`src/hdl/hspr_pkg.sv`:
```
`timescale 1ns / 1ps

package hspr_pkg;

  localparam int unsigned DefBufferDepth = 32;

  localparam int unsigned ByteW    = 8;
  localparam int unsigned ReqW     = 2;
  localparam int unsigned IndexW   = 5;
  localparam int unsigned PosW     = 8;
  localparam int unsigned TickW    = 16;
  localparam int unsigned CfgIdxW  = 3;
  localparam int unsigned CfgDataW = 16;

  localparam logic [ByteW-1:0] MsgLengthRst    = 8'd16;
  localparam logic [TickW-1:0] TimeoutTicksRst = 16'd100;

  typedef enum logic [ReqW-1:0] {
    REQ_RX_BYTE = 2'd0,
    REQ_TICK    = 2'd1,
    REQ_READ    = 2'd2,
    REQ_POLL    = 2'd3
  } req_e;

  typedef enum logic [CfgIdxW-1:0] {
    CFG_HEADER_FIRST  = 3'd0,
    CFG_HEADER_SECOND = 3'd1,
    CFG_HEADER_THIRD  = 3'd2,
    CFG_MSG_LENGTH    = 3'd3,
    CFG_TIMEOUT_TICKS = 3'd4
  } cfg_idx_e;

  typedef enum logic [5:0] {
    PH_IDLE   = 6'b000001,
    PH_SECOND = 6'b000010,
    PH_THIRD  = 6'b000100,
    PH_COUNT  = 6'b001000,
    PH_DATA   = 6'b010000,
    PH_DONE   = 6'b100000
  } phase_e;

  // Control from the deframer to the packet store.
  typedef struct packed {
    logic wr_en;    // store a frame byte
    logic rd_en;    // a request is taken: capture read data
    logic rd_req;   // the request is a read of an in-range position
  } st_ctl_t;

endpackage

```
`src/hdl/hspr_store.sv`:
```
`timescale 1ns / 1ps

module hspr_store #(
  parameter int unsigned BufferDepth = hspr_pkg::DefBufferDepth,
  parameter int unsigned AddrW       = $clog2(BufferDepth)
) (
  input  logic                       clk_i,
  input  logic                       rst_ni,
  input  hspr_pkg::st_ctl_t          ctl_i,
  input  logic [AddrW-1:0]           wr_addr_i,
  input  logic [hspr_pkg::ByteW-1:0] wr_data_i,
  input  logic [AddrW-1:0]           rd_addr_i,
  output logic [hspr_pkg::ByteW-1:0] rd_data_o
);

  logic [hspr_pkg::ByteW-1:0] mem [BufferDepth];
  logic [BufferDepth-1:0]     valid_q;
  logic [hspr_pkg::ByteW-1:0] rd_data_q;
  logic                       rd_hit_q;

  always_ff @(posedge clk_i) begin
    if (ctl_i.wr_en) begin
      mem[wr_addr_i] <= wr_data_i;
    end
    if (ctl_i.rd_en) begin
      rd_data_q <= mem[rd_addr_i];
    end
  end

  // Entries never written read as zero, as after reset.
  always_ff @(posedge clk_i or negedge rst_ni) begin
    if (!rst_ni) begin
      valid_q  <= '0;
      rd_hit_q <= 1'b0;
    end else begin
      if (ctl_i.wr_en) begin
        valid_q[wr_addr_i] <= 1'b1;
      end
      if (ctl_i.rd_en) begin
        rd_hit_q <= ctl_i.rd_req && valid_q[rd_addr_i];
      end
    end
  end

  assign rd_data_o = rd_hit_q ? rd_data_q : '0;

endmodule

```
`src/hdl/header_sync_packet_receiver_top.sv`:
```
`timescale 1ns / 1ps

// Channel  | Direction | Handshake              | Payload
// ---------+-----------+------------------------+------------------------------------------
// in       | input     | in_valid_i / in_stall_o | req_type_i, rx_byte_i, read_index_i
// out      | output    | out_valid_o / out_stall_i | read_data_o, new_packet_o,
//          |           |                        | link_timeout_o, buffer_overrun_o
// cfg      | input     | cfg_valid_i / cfg_ready_o | cfg_index_i, cfg_data_i
//
// Each request updates state and registers its result at the edge that takes it, so one
// request per cycle is sustained while the output is not stalled.
// A read returns the store byte through the store's registered read port.
// The input stalls only while a result is held by a stalled output.
// Reset clears all state and the store's valid bits, so the store reads as zero.

module header_sync_packet_receiver_top #(
  parameter int unsigned BufferDepth = hspr_pkg::DefBufferDepth
) (
  input  logic                          clk_i,
  input  logic                          rst_ni,

  input  logic                          in_valid_i,
  output logic                          in_stall_o,
  input  logic [hspr_pkg::ReqW-1:0]     req_type_i,
  input  logic [hspr_pkg::ByteW-1:0]    rx_byte_i,
  input  logic [hspr_pkg::IndexW-1:0]   read_index_i,

  output logic                          out_valid_o,
  input  logic                          out_stall_i,
  output logic [hspr_pkg::ByteW-1:0]    read_data_o,
  output logic                          new_packet_o,
  output logic                          link_timeout_o,
  output logic                          buffer_overrun_o,

  input  logic                          cfg_valid_i,
  output logic                          cfg_ready_o,
  input  logic [hspr_pkg::CfgIdxW-1:0]  cfg_index_i,
  input  logic [hspr_pkg::CfgDataW-1:0] cfg_data_i
);

  localparam int unsigned AddrW = $clog2(BufferDepth);
  localparam logic [hspr_pkg::PosW-1:0] DepthPos = hspr_pkg::PosW'(BufferDepth);

  // Configuration registers
  logic [hspr_pkg::ByteW-1:0] hdr_first_q, hdr_second_q, hdr_third_q, msg_length_q;
  logic [hspr_pkg::TickW-1:0] timeout_ticks_q;

  assign cfg_ready_o = 1'b1;

  always_ff @(posedge clk_i or negedge rst_ni) begin
    if (!rst_ni) begin
      hdr_first_q     <= '0;
      hdr_second_q    <= '0;
      hdr_third_q     <= '0;
      msg_length_q    <= hspr_pkg::MsgLengthRst;
      timeout_ticks_q <= hspr_pkg::TimeoutTicksRst;
    end else if (cfg_valid_i && cfg_ready_o) begin
      unique case (hspr_pkg::cfg_idx_e'(cfg_index_i))
        hspr_pkg::CFG_HEADER_FIRST:  hdr_first_q     <= cfg_data_i[hspr_pkg::ByteW-1:0];
        hspr_pkg::CFG_HEADER_SECOND: hdr_second_q    <= cfg_data_i[hspr_pkg::ByteW-1:0];
        hspr_pkg::CFG_HEADER_THIRD:  hdr_third_q     <= cfg_data_i[hspr_pkg::ByteW-1:0];
        hspr_pkg::CFG_MSG_LENGTH:    msg_length_q    <= cfg_data_i[hspr_pkg::ByteW-1:0];
        hspr_pkg::CFG_TIMEOUT_TICKS: timeout_ticks_q <= cfg_data_i;
        default: ;
      endcase
    end
  end

  // Handshake
  logic out_valid_q;
  logic accept;

  assign in_stall_o  = out_valid_q && out_stall_i;
  assign accept      = in_valid_i && !in_stall_o;
  assign out_valid_o = out_valid_q;

  // State
  hspr_pkg::phase_e           phase_q, phase_d;
  logic [hspr_pkg::PosW-1:0]  pos_q, pos_d;
  logic                       arrived_q, arrived_d;
  logic                       unread_q, unread_d;
  logic [hspr_pkg::TickW-1:0] idle_cnt_q, idle_cnt_d;
  logic                       timeout_q, timeout_d;
  logic                       overrun_q, overrun_d;
  logic                       started_q, started_d;
  logic                       new_packet_q, new_packet_d;

  logic [hspr_pkg::PosW-1:0]  pos_base;
  logic [hspr_pkg::PosW-1:0]  pos_adv;
  logic [hspr_pkg::PosW-1:0]  pos_new;
  logic                       store_byte;
  logic [hspr_pkg::TickW-1:0] idle_cnt_inc;
  logic [hspr_pkg::PosW-1:0]  read_index_ext;
  hspr_pkg::req_e             req;
  hspr_pkg::st_ctl_t          st_ctl;

  assign req = hspr_pkg::req_e'(req_type_i);

  // The idle phase always restarts the frame at position zero.
  assign pos_base = (phase_q == hspr_pkg::PH_IDLE) ? '0 : pos_q;
  assign pos_adv  = pos_base + hspr_pkg::PosW'(1);

  assign idle_cnt_inc = (idle_cnt_q != '1) ? idle_cnt_q + hspr_pkg::TickW'(1) : idle_cnt_q;

  assign read_index_ext = hspr_pkg::PosW'(read_index_i);

  always_comb begin
    phase_d      = phase_q;
    pos_new      = pos_q;
    arrived_d    = arrived_q;
    unread_d     = unread_q;
    idle_cnt_d   = idle_cnt_q;
    timeout_d    = timeout_q;
    overrun_d    = overrun_q;
    started_d    = started_q;
    new_packet_d = 1'b0;
    store_byte   = 1'b0;
    pos_d        = pos_q;

    unique case (req)
      hspr_pkg::REQ_RX_BYTE: begin
        pos_new = pos_base;
        unique case (phase_q)
          hspr_pkg::PH_IDLE: begin
            if (rx_byte_i == hdr_first_q) begin
              store_byte = 1'b1;
              phase_d    = hspr_pkg::PH_SECOND;
            end
          end
          hspr_pkg::PH_SECOND: begin
            if (rx_byte_i == hdr_second_q) begin
              store_byte = 1'b1;
              phase_d    = hspr_pkg::PH_THIRD;
            end else begin
              phase_d = hspr_pkg::PH_IDLE;
            end
          end
          hspr_pkg::PH_THIRD: begin
            if (rx_byte_i == hdr_third_q) begin
              store_byte = 1'b1;
              phase_d    = hspr_pkg::PH_COUNT;
            end else begin
              phase_d = hspr_pkg::PH_IDLE;
            end
          end
          hspr_pkg::PH_COUNT: begin
            store_byte = 1'b1;
            phase_d    = hspr_pkg::PH_DATA;
          end
          hspr_pkg::PH_DATA: begin
            store_byte = 1'b1;
            // Position reaching length minus one; a zero length ends at once.
            if (({1'b0, pos_adv} + 9'd1) >= {1'b0, msg_length_q}) begin
              phase_d = hspr_pkg::PH_DONE;
            end
          end
          hspr_pkg::PH_DONE: begin
            arrived_d = 1'b1;
            phase_d   = hspr_pkg::PH_IDLE;
          end
          default: begin
            phase_d = hspr_pkg::PH_IDLE;
          end
        endcase
        if (store_byte) begin
          pos_new = pos_adv;
        end
        pos_d = pos_new;
        if (pos_new > DepthPos) begin
          pos_d     = '0;
          overrun_d = 1'b1;
        end
      end
      hspr_pkg::REQ_TICK: begin
        if (!started_q) begin
          started_d = 1'b1;
        end else if (arrived_q) begin
          idle_cnt_d = '0;
          timeout_d  = 1'b0;
          arrived_d  = 1'b0;
          unread_d   = 1'b1;
        end else begin
          idle_cnt_d = idle_cnt_inc;
          if (idle_cnt_inc >= timeout_ticks_q) begin
            timeout_d = 1'b1;
          end
        end
      end
      hspr_pkg::REQ_POLL: begin
        new_packet_d = unread_q;
        unread_d     = 1'b0;
      end
      default: ;
    endcase
  end

  always_ff @(posedge clk_i or negedge rst_ni) begin
    if (!rst_ni) begin
      phase_q      <= hspr_pkg::PH_IDLE;
      pos_q        <= '0;
      arrived_q    <= 1'b0;
      unread_q     <= 1'b0;
      idle_cnt_q   <= '0;
      timeout_q    <= 1'b0;
      overrun_q    <= 1'b0;
      started_q    <= 1'b0;
      new_packet_q <= 1'b0;
      out_valid_q  <= 1'b0;
    end else begin
      if (accept) begin
        phase_q      <= phase_d;
        pos_q        <= pos_d;
        arrived_q    <= arrived_d;
        unread_q     <= unread_d;
        idle_cnt_q   <= idle_cnt_d;
        timeout_q    <= timeout_d;
        overrun_q    <= overrun_d;
        started_q    <= started_d;
        new_packet_q <= new_packet_d;
        out_valid_q  <= 1'b1;
      end else if (!out_stall_i) begin
        out_valid_q <= 1'b0;
      end
    end
  end

  // Packet store
  assign st_ctl.wr_en  = accept && store_byte && (pos_base < DepthPos);
  assign st_ctl.rd_en  = accept;
  assign st_ctl.rd_req = (req == hspr_pkg::REQ_READ) && (read_index_ext < DepthPos);

  hspr_store #(
    .BufferDepth (BufferDepth),
    .AddrW       (AddrW)
  ) u_store (
    .clk_i     (clk_i),
    .rst_ni    (rst_ni),
    .ctl_i     (st_ctl),
    .wr_addr_i (pos_base[AddrW-1:0]),
    .wr_data_i (rx_byte_i),
    .rd_addr_i (read_index_ext[AddrW-1:0]),
    .rd_data_o (read_data_o)
  );

  assign new_packet_o     = new_packet_q;
  assign link_timeout_o   = timeout_q;
  assign buffer_overrun_o = overrun_q;

endmodule
```
`config.mk`:
```
export PLATFORM = sky130hd
export DESIGN_NAME = header_sync_packet_receiver_top
export DESIGN_NICKNAME = d
export VERILOG_FILES = /design/src/hdl/hspr_pkg.sv /design/src/hdl/hspr_store.sv /design/src/hdl/header_sync_packet_receiver_top.sv
export SDC_FILE = /design/constraint.sdc
export NUM_CORES = 1
export LEC_CHECK = 0
export BUFFER_PORTS_ARGS = -buffer_cell sky130_fd_sc_hd__buf_2
export CAP_MARGIN = 10
export CORE_ASPECT_RATIO = 0.7
export CORE_MARGIN = 2
export CORE_UTILIZATION = 50
export DETAILED_ROUTE_END_ITERATION = 10
export PLACE_DENSITY_LB_ADDON = 0.3
export SYNTH_ARGS = -nofsm -noshare
export SYNTH_HDL_FRONTEND = slang
export SYNTH_SLANG_ARGS = --single-unit
```
`constraint.sdc`:
```
create_clock -name clk_i -period 6.14 [get_ports clk_i]
set_input_delay 0.614 -clock clk_i [delete_from_list [all_inputs] [get_ports clk_i]]
set_output_delay 0.614 -clock clk_i [all_outputs]
set_load 0.005 [all_outputs]
```
==> run_results.csv <==
group,metric,value,unit
run_status,status,"finished, final reports clean",
yosys,syn_avg_cell_area,16.0,um2
global_routing,grt_util_met3,0.0491,
placed_design,io_buffers,51,
power,cellInternalPower,4.32,mW
power,pwr-share-comb,0.075,
cts,clk_path_buf_depth,3,
yosys,netlist_top_cells_area,"edfxtp_1 47%, dfrtp_1 17%, mux4_2 12%",
cts,clock_latency,540,ps
final_layout,seqCellArea,0.0109,mm2
global_routing,use_met2,0.294,
final_layout,multiInputGateArea,0.00553,mm2
setup_path,crit_required,6540,ps
yosys,syn_area,0.0168,mm2
sta,fmaxAchievable,216,MHz
final_layout,fin_cells,1565,
floorplanning,fp.dieH,157,um
yosys,ys_types,69,
floorplanning,ios,53,
route,vias_per_cell,5.87,
yosys,ys.flop_type,"edfxtp_1",
floorplanning,std_cell_rows,56,
power,power_density,299,mW/mm2
power,swShare,0.223,
sta,tightest_slew,1070,ps
power,pwr-share-seq,0.523,
final_layout,drive_gt1_frac,0.263,
setup_path,startpoint_type,"flop",
route,wire_per_inst,23.1,um
power,leakage,6.93,nW
yosys,synth_top_area_frac,0.473,
route,drc,0,
sta,layout_min_cycle_time,4640,ps
global_routing,grt_util_all_layers,0.214,
cts,hold_buffers,0,
yosys,ys_seq_area_frac,0.649,
power,p_sw,1.24,mW
setup_path,endpoint_kind,"flop",
sta,fin_skew,28.0,ps
job,maxCapViolations,0,
sta,finalMaxSlewViolations,0,
placed_design,hpwl,24.1,mm
cts,cts_root_buf,"clkbuf_16",
sta,fin_crit_sh,0.755,
final_layout,syn_to_final_growth,11.0,%
yosys,synth_cells,1051,
final_layout,diodes,0,
global_routing,grt_pass1_vias,8954,
setup_path,critPathKind,"reg2reg",
route,vias,9193,
worst_hold_path,hold_path_class,"in2async",
placed_design,dp.cells,1498,
floorplanning,core_area,0.0333,mm2
global_routing,overflow,0,
global_routing,antenna_found_initial,1,
global_routing,grtUsageMet1,0.347,
setup_path,r2r_cells,17,
sta,hold_viol_final,0,
cts,path_clk_slew,60,ps
global_routing,grt_pass1_wl,56.0,mm
route,finalWirelength,36.1,mm
sta,slew_headroom,0.287,
global_routing,grt_max_degree,61,
yosys,ys_ff_latch,382,
yosys,synth_nets,1119,
route,drt_first_pass_iters,5,
cts,cts_tree,"done",
cts,cts_made_buffers,38,
final_layout,nets,1171,
cts,cts_resized,0,
route,dr.first_iter.drc_count,824,
setup_path,arrival,5040,ps
yosys,synth_edf_count,264,
floorplanning,die_x,223,um
sta,setup_violations,0,
floorplanning,start_util,0.504,
final_layout,final_cell_mix,"264 x edfxtp_1, 113 x dfrtp_1, 90 x mux4_2, 68 x nor2_1, 60 x nand2_1",
cts,h-tree-depth,2,
yosys,synth_top_cell_by_area,"edfxtp_1",
sta,setup_tns,0,ps
cts,cts_setup_buffers,0,
setup_path,crit_fanout,14,
final_layout,fillers,2587,
floorplanning,die-area,0.0350,mm2
final_layout,layout_commonest_cell,"edfxtp_1",
global_routing,grt_busiest_layer,"met1",
yosys,yosysWarningCount,0,
cts,clock-sinks,382,
power,peakVddDrop,0.000215,V
route,drtAntennaViolNets,0,
sta,rsz0062_at_grt,"no",
placed_design,place.gp.congestion,0.879,
power,clkPwrFrac,0.402,
yosys,ys_async_sr_fraction,0.309,
path summary, 6_finish.rpt:
check                                           startpoint                               to  slack (ps)
max                                 phase_q[4]$_DFFE_PN0P_           phase_q[3]$_DFFE_PN0P_        1500
min                                                 rst_ni      hdr_second_q[3]$_DFFE_PN0P_         160
max reg2reg                         phase_q[4]$_DFFE_PN0P_           phase_q[3]$_DFFE_PN0P_        1500
min reg2reg                u_store.valid_q[14]$_DFFE_PN0P_  u_store.valid_q[14]$_DFFE_PN0P_         460
max in group asynchronous                           rst_ni  u_store.valid_q[23]$_DFFE_PN0P_        4640
min in group clk_i                           cfg_data_i[8]   timeout_ticks_q[8]$_DFFE_PN0P_         280
Yosys cell counts, drive strengths merged, types with 3 or more instances:
master  count
and2       15
inv        32
nand4      13
o31ai       4
nor3       16
edfxtp    264
or2        34
xnor2      39
ha         29
xor2       12
nand2b      4
o21ai      33
a211oi      3
nand3      18
nand2      61
nor2       68
and3        4
nor2b       8
a21oi      16
mux2       47
nor4        5
buf        25
clkbuf     27
nand4b      6
a22oi       3
mux2i       7
dfstp       5
nand3b      3
mux4       90
dfrtp     113
a21o        7
a22o        8
a31oi       3
critical path, cell delays in order, from the launching register on:
cell and delay (ps):
dfrtp_1 490, nor4_4 440, nand2_2 290, nand2_1 260, inv_1 110, ha_1 380
nand2b_1 240, a21oi_1 140, o21ba_2 160, o2111ai_1 170, nor3_1 260, xor2_1 170
nor2_1 60, ha_1 330, o211a_1 150, a22oi_1 110, a21oi_2 360, mux2_2 390
routing by layer:
metal,up-vias,share of wire
li1,4109,-
met2,314,0.42
met1,4725,0.49
met3,45,0.081
met4,0,0.015
met5,-,0
power by group through the flow:
stage	Sequential, mW	Combinational [mW]	Clock, mW
6_report	2.90	0.417	2.24
5_1_grt	2.91	0.469	2.37
4_1_cts	2.90	0.423	2.27
3_5_place_dp	2.96	0.421	0
3_3_place_gp	2.95	0.410	0
2_1_floorplan	2.93	0.289	0
registers in the layout, indices dropped and copies added, names as in the netlist:
register,cells
link_timeout_o,1
msg_length_q,8
unread_q,1
hdr_first_q,8
u_store.mem,256
out_valid_o,1
u_store.valid_q,32
started_q,1
buffer_overrun_o,1
u_store.rd_data_q,8
timeout_ticks_q,16
pos_q,8
phase_q,6
u_store.rd_hit_q,1
hdr_third_q,8
idle_cnt_q,16
new_packet_o,1
arrived_q,1
hdr_second_q,8
metrics by stage:
| step | area, um2 | setup slack [ps] | total power [mW] | util | hold slack [ps] |
|---|---|---|---|---|---|
| 4_1_cts | 18600 | 1560 | 5.60 | 0.559 | 197 |
| 3_5_place_dp | 17400 | 1590 | 3.38 | 0.524 | 445 |
| 3_3_place_gp | 17400 | 1740 | 3.36 | 0.524 | 442 |
| 5_1_grt | 18600 | 1060 | 5.76 | 0.559 | 225 |
| 2_1_floorplan | 16800 | 2290 | 3.22 | - | 318 |
| 6_report | 18600 | 1500 | 5.56 | 0.559 | 164 |
cell families (layout without fill, tap and decap cells):
logic type	count (synthesis)	after routing	share of synthesized area
other	1	1	0.000224
AOI/OAI and AO/OA	95	95	0.0376
buffers and inverters	84	163	0.0216
xor gates and xnor gates	51	51	0.0266
DFF	382	382	0.649
adders and majority gates	29	29	0.0216
muxes	144	144	0.157
and+or+nand+nor	265	265	0.0865
final cells by class:
class                      instances  share of cell area
sequential                       382               0.585
multi-input combinational        585               0.297
clock buffer                      53              0.0563
tap                              435              0.0292
timing repair buffer              64              0.0194
clock inverter                    14             0.00666
inverter                          32             0.00645
(Power assumes the default switching activity.)
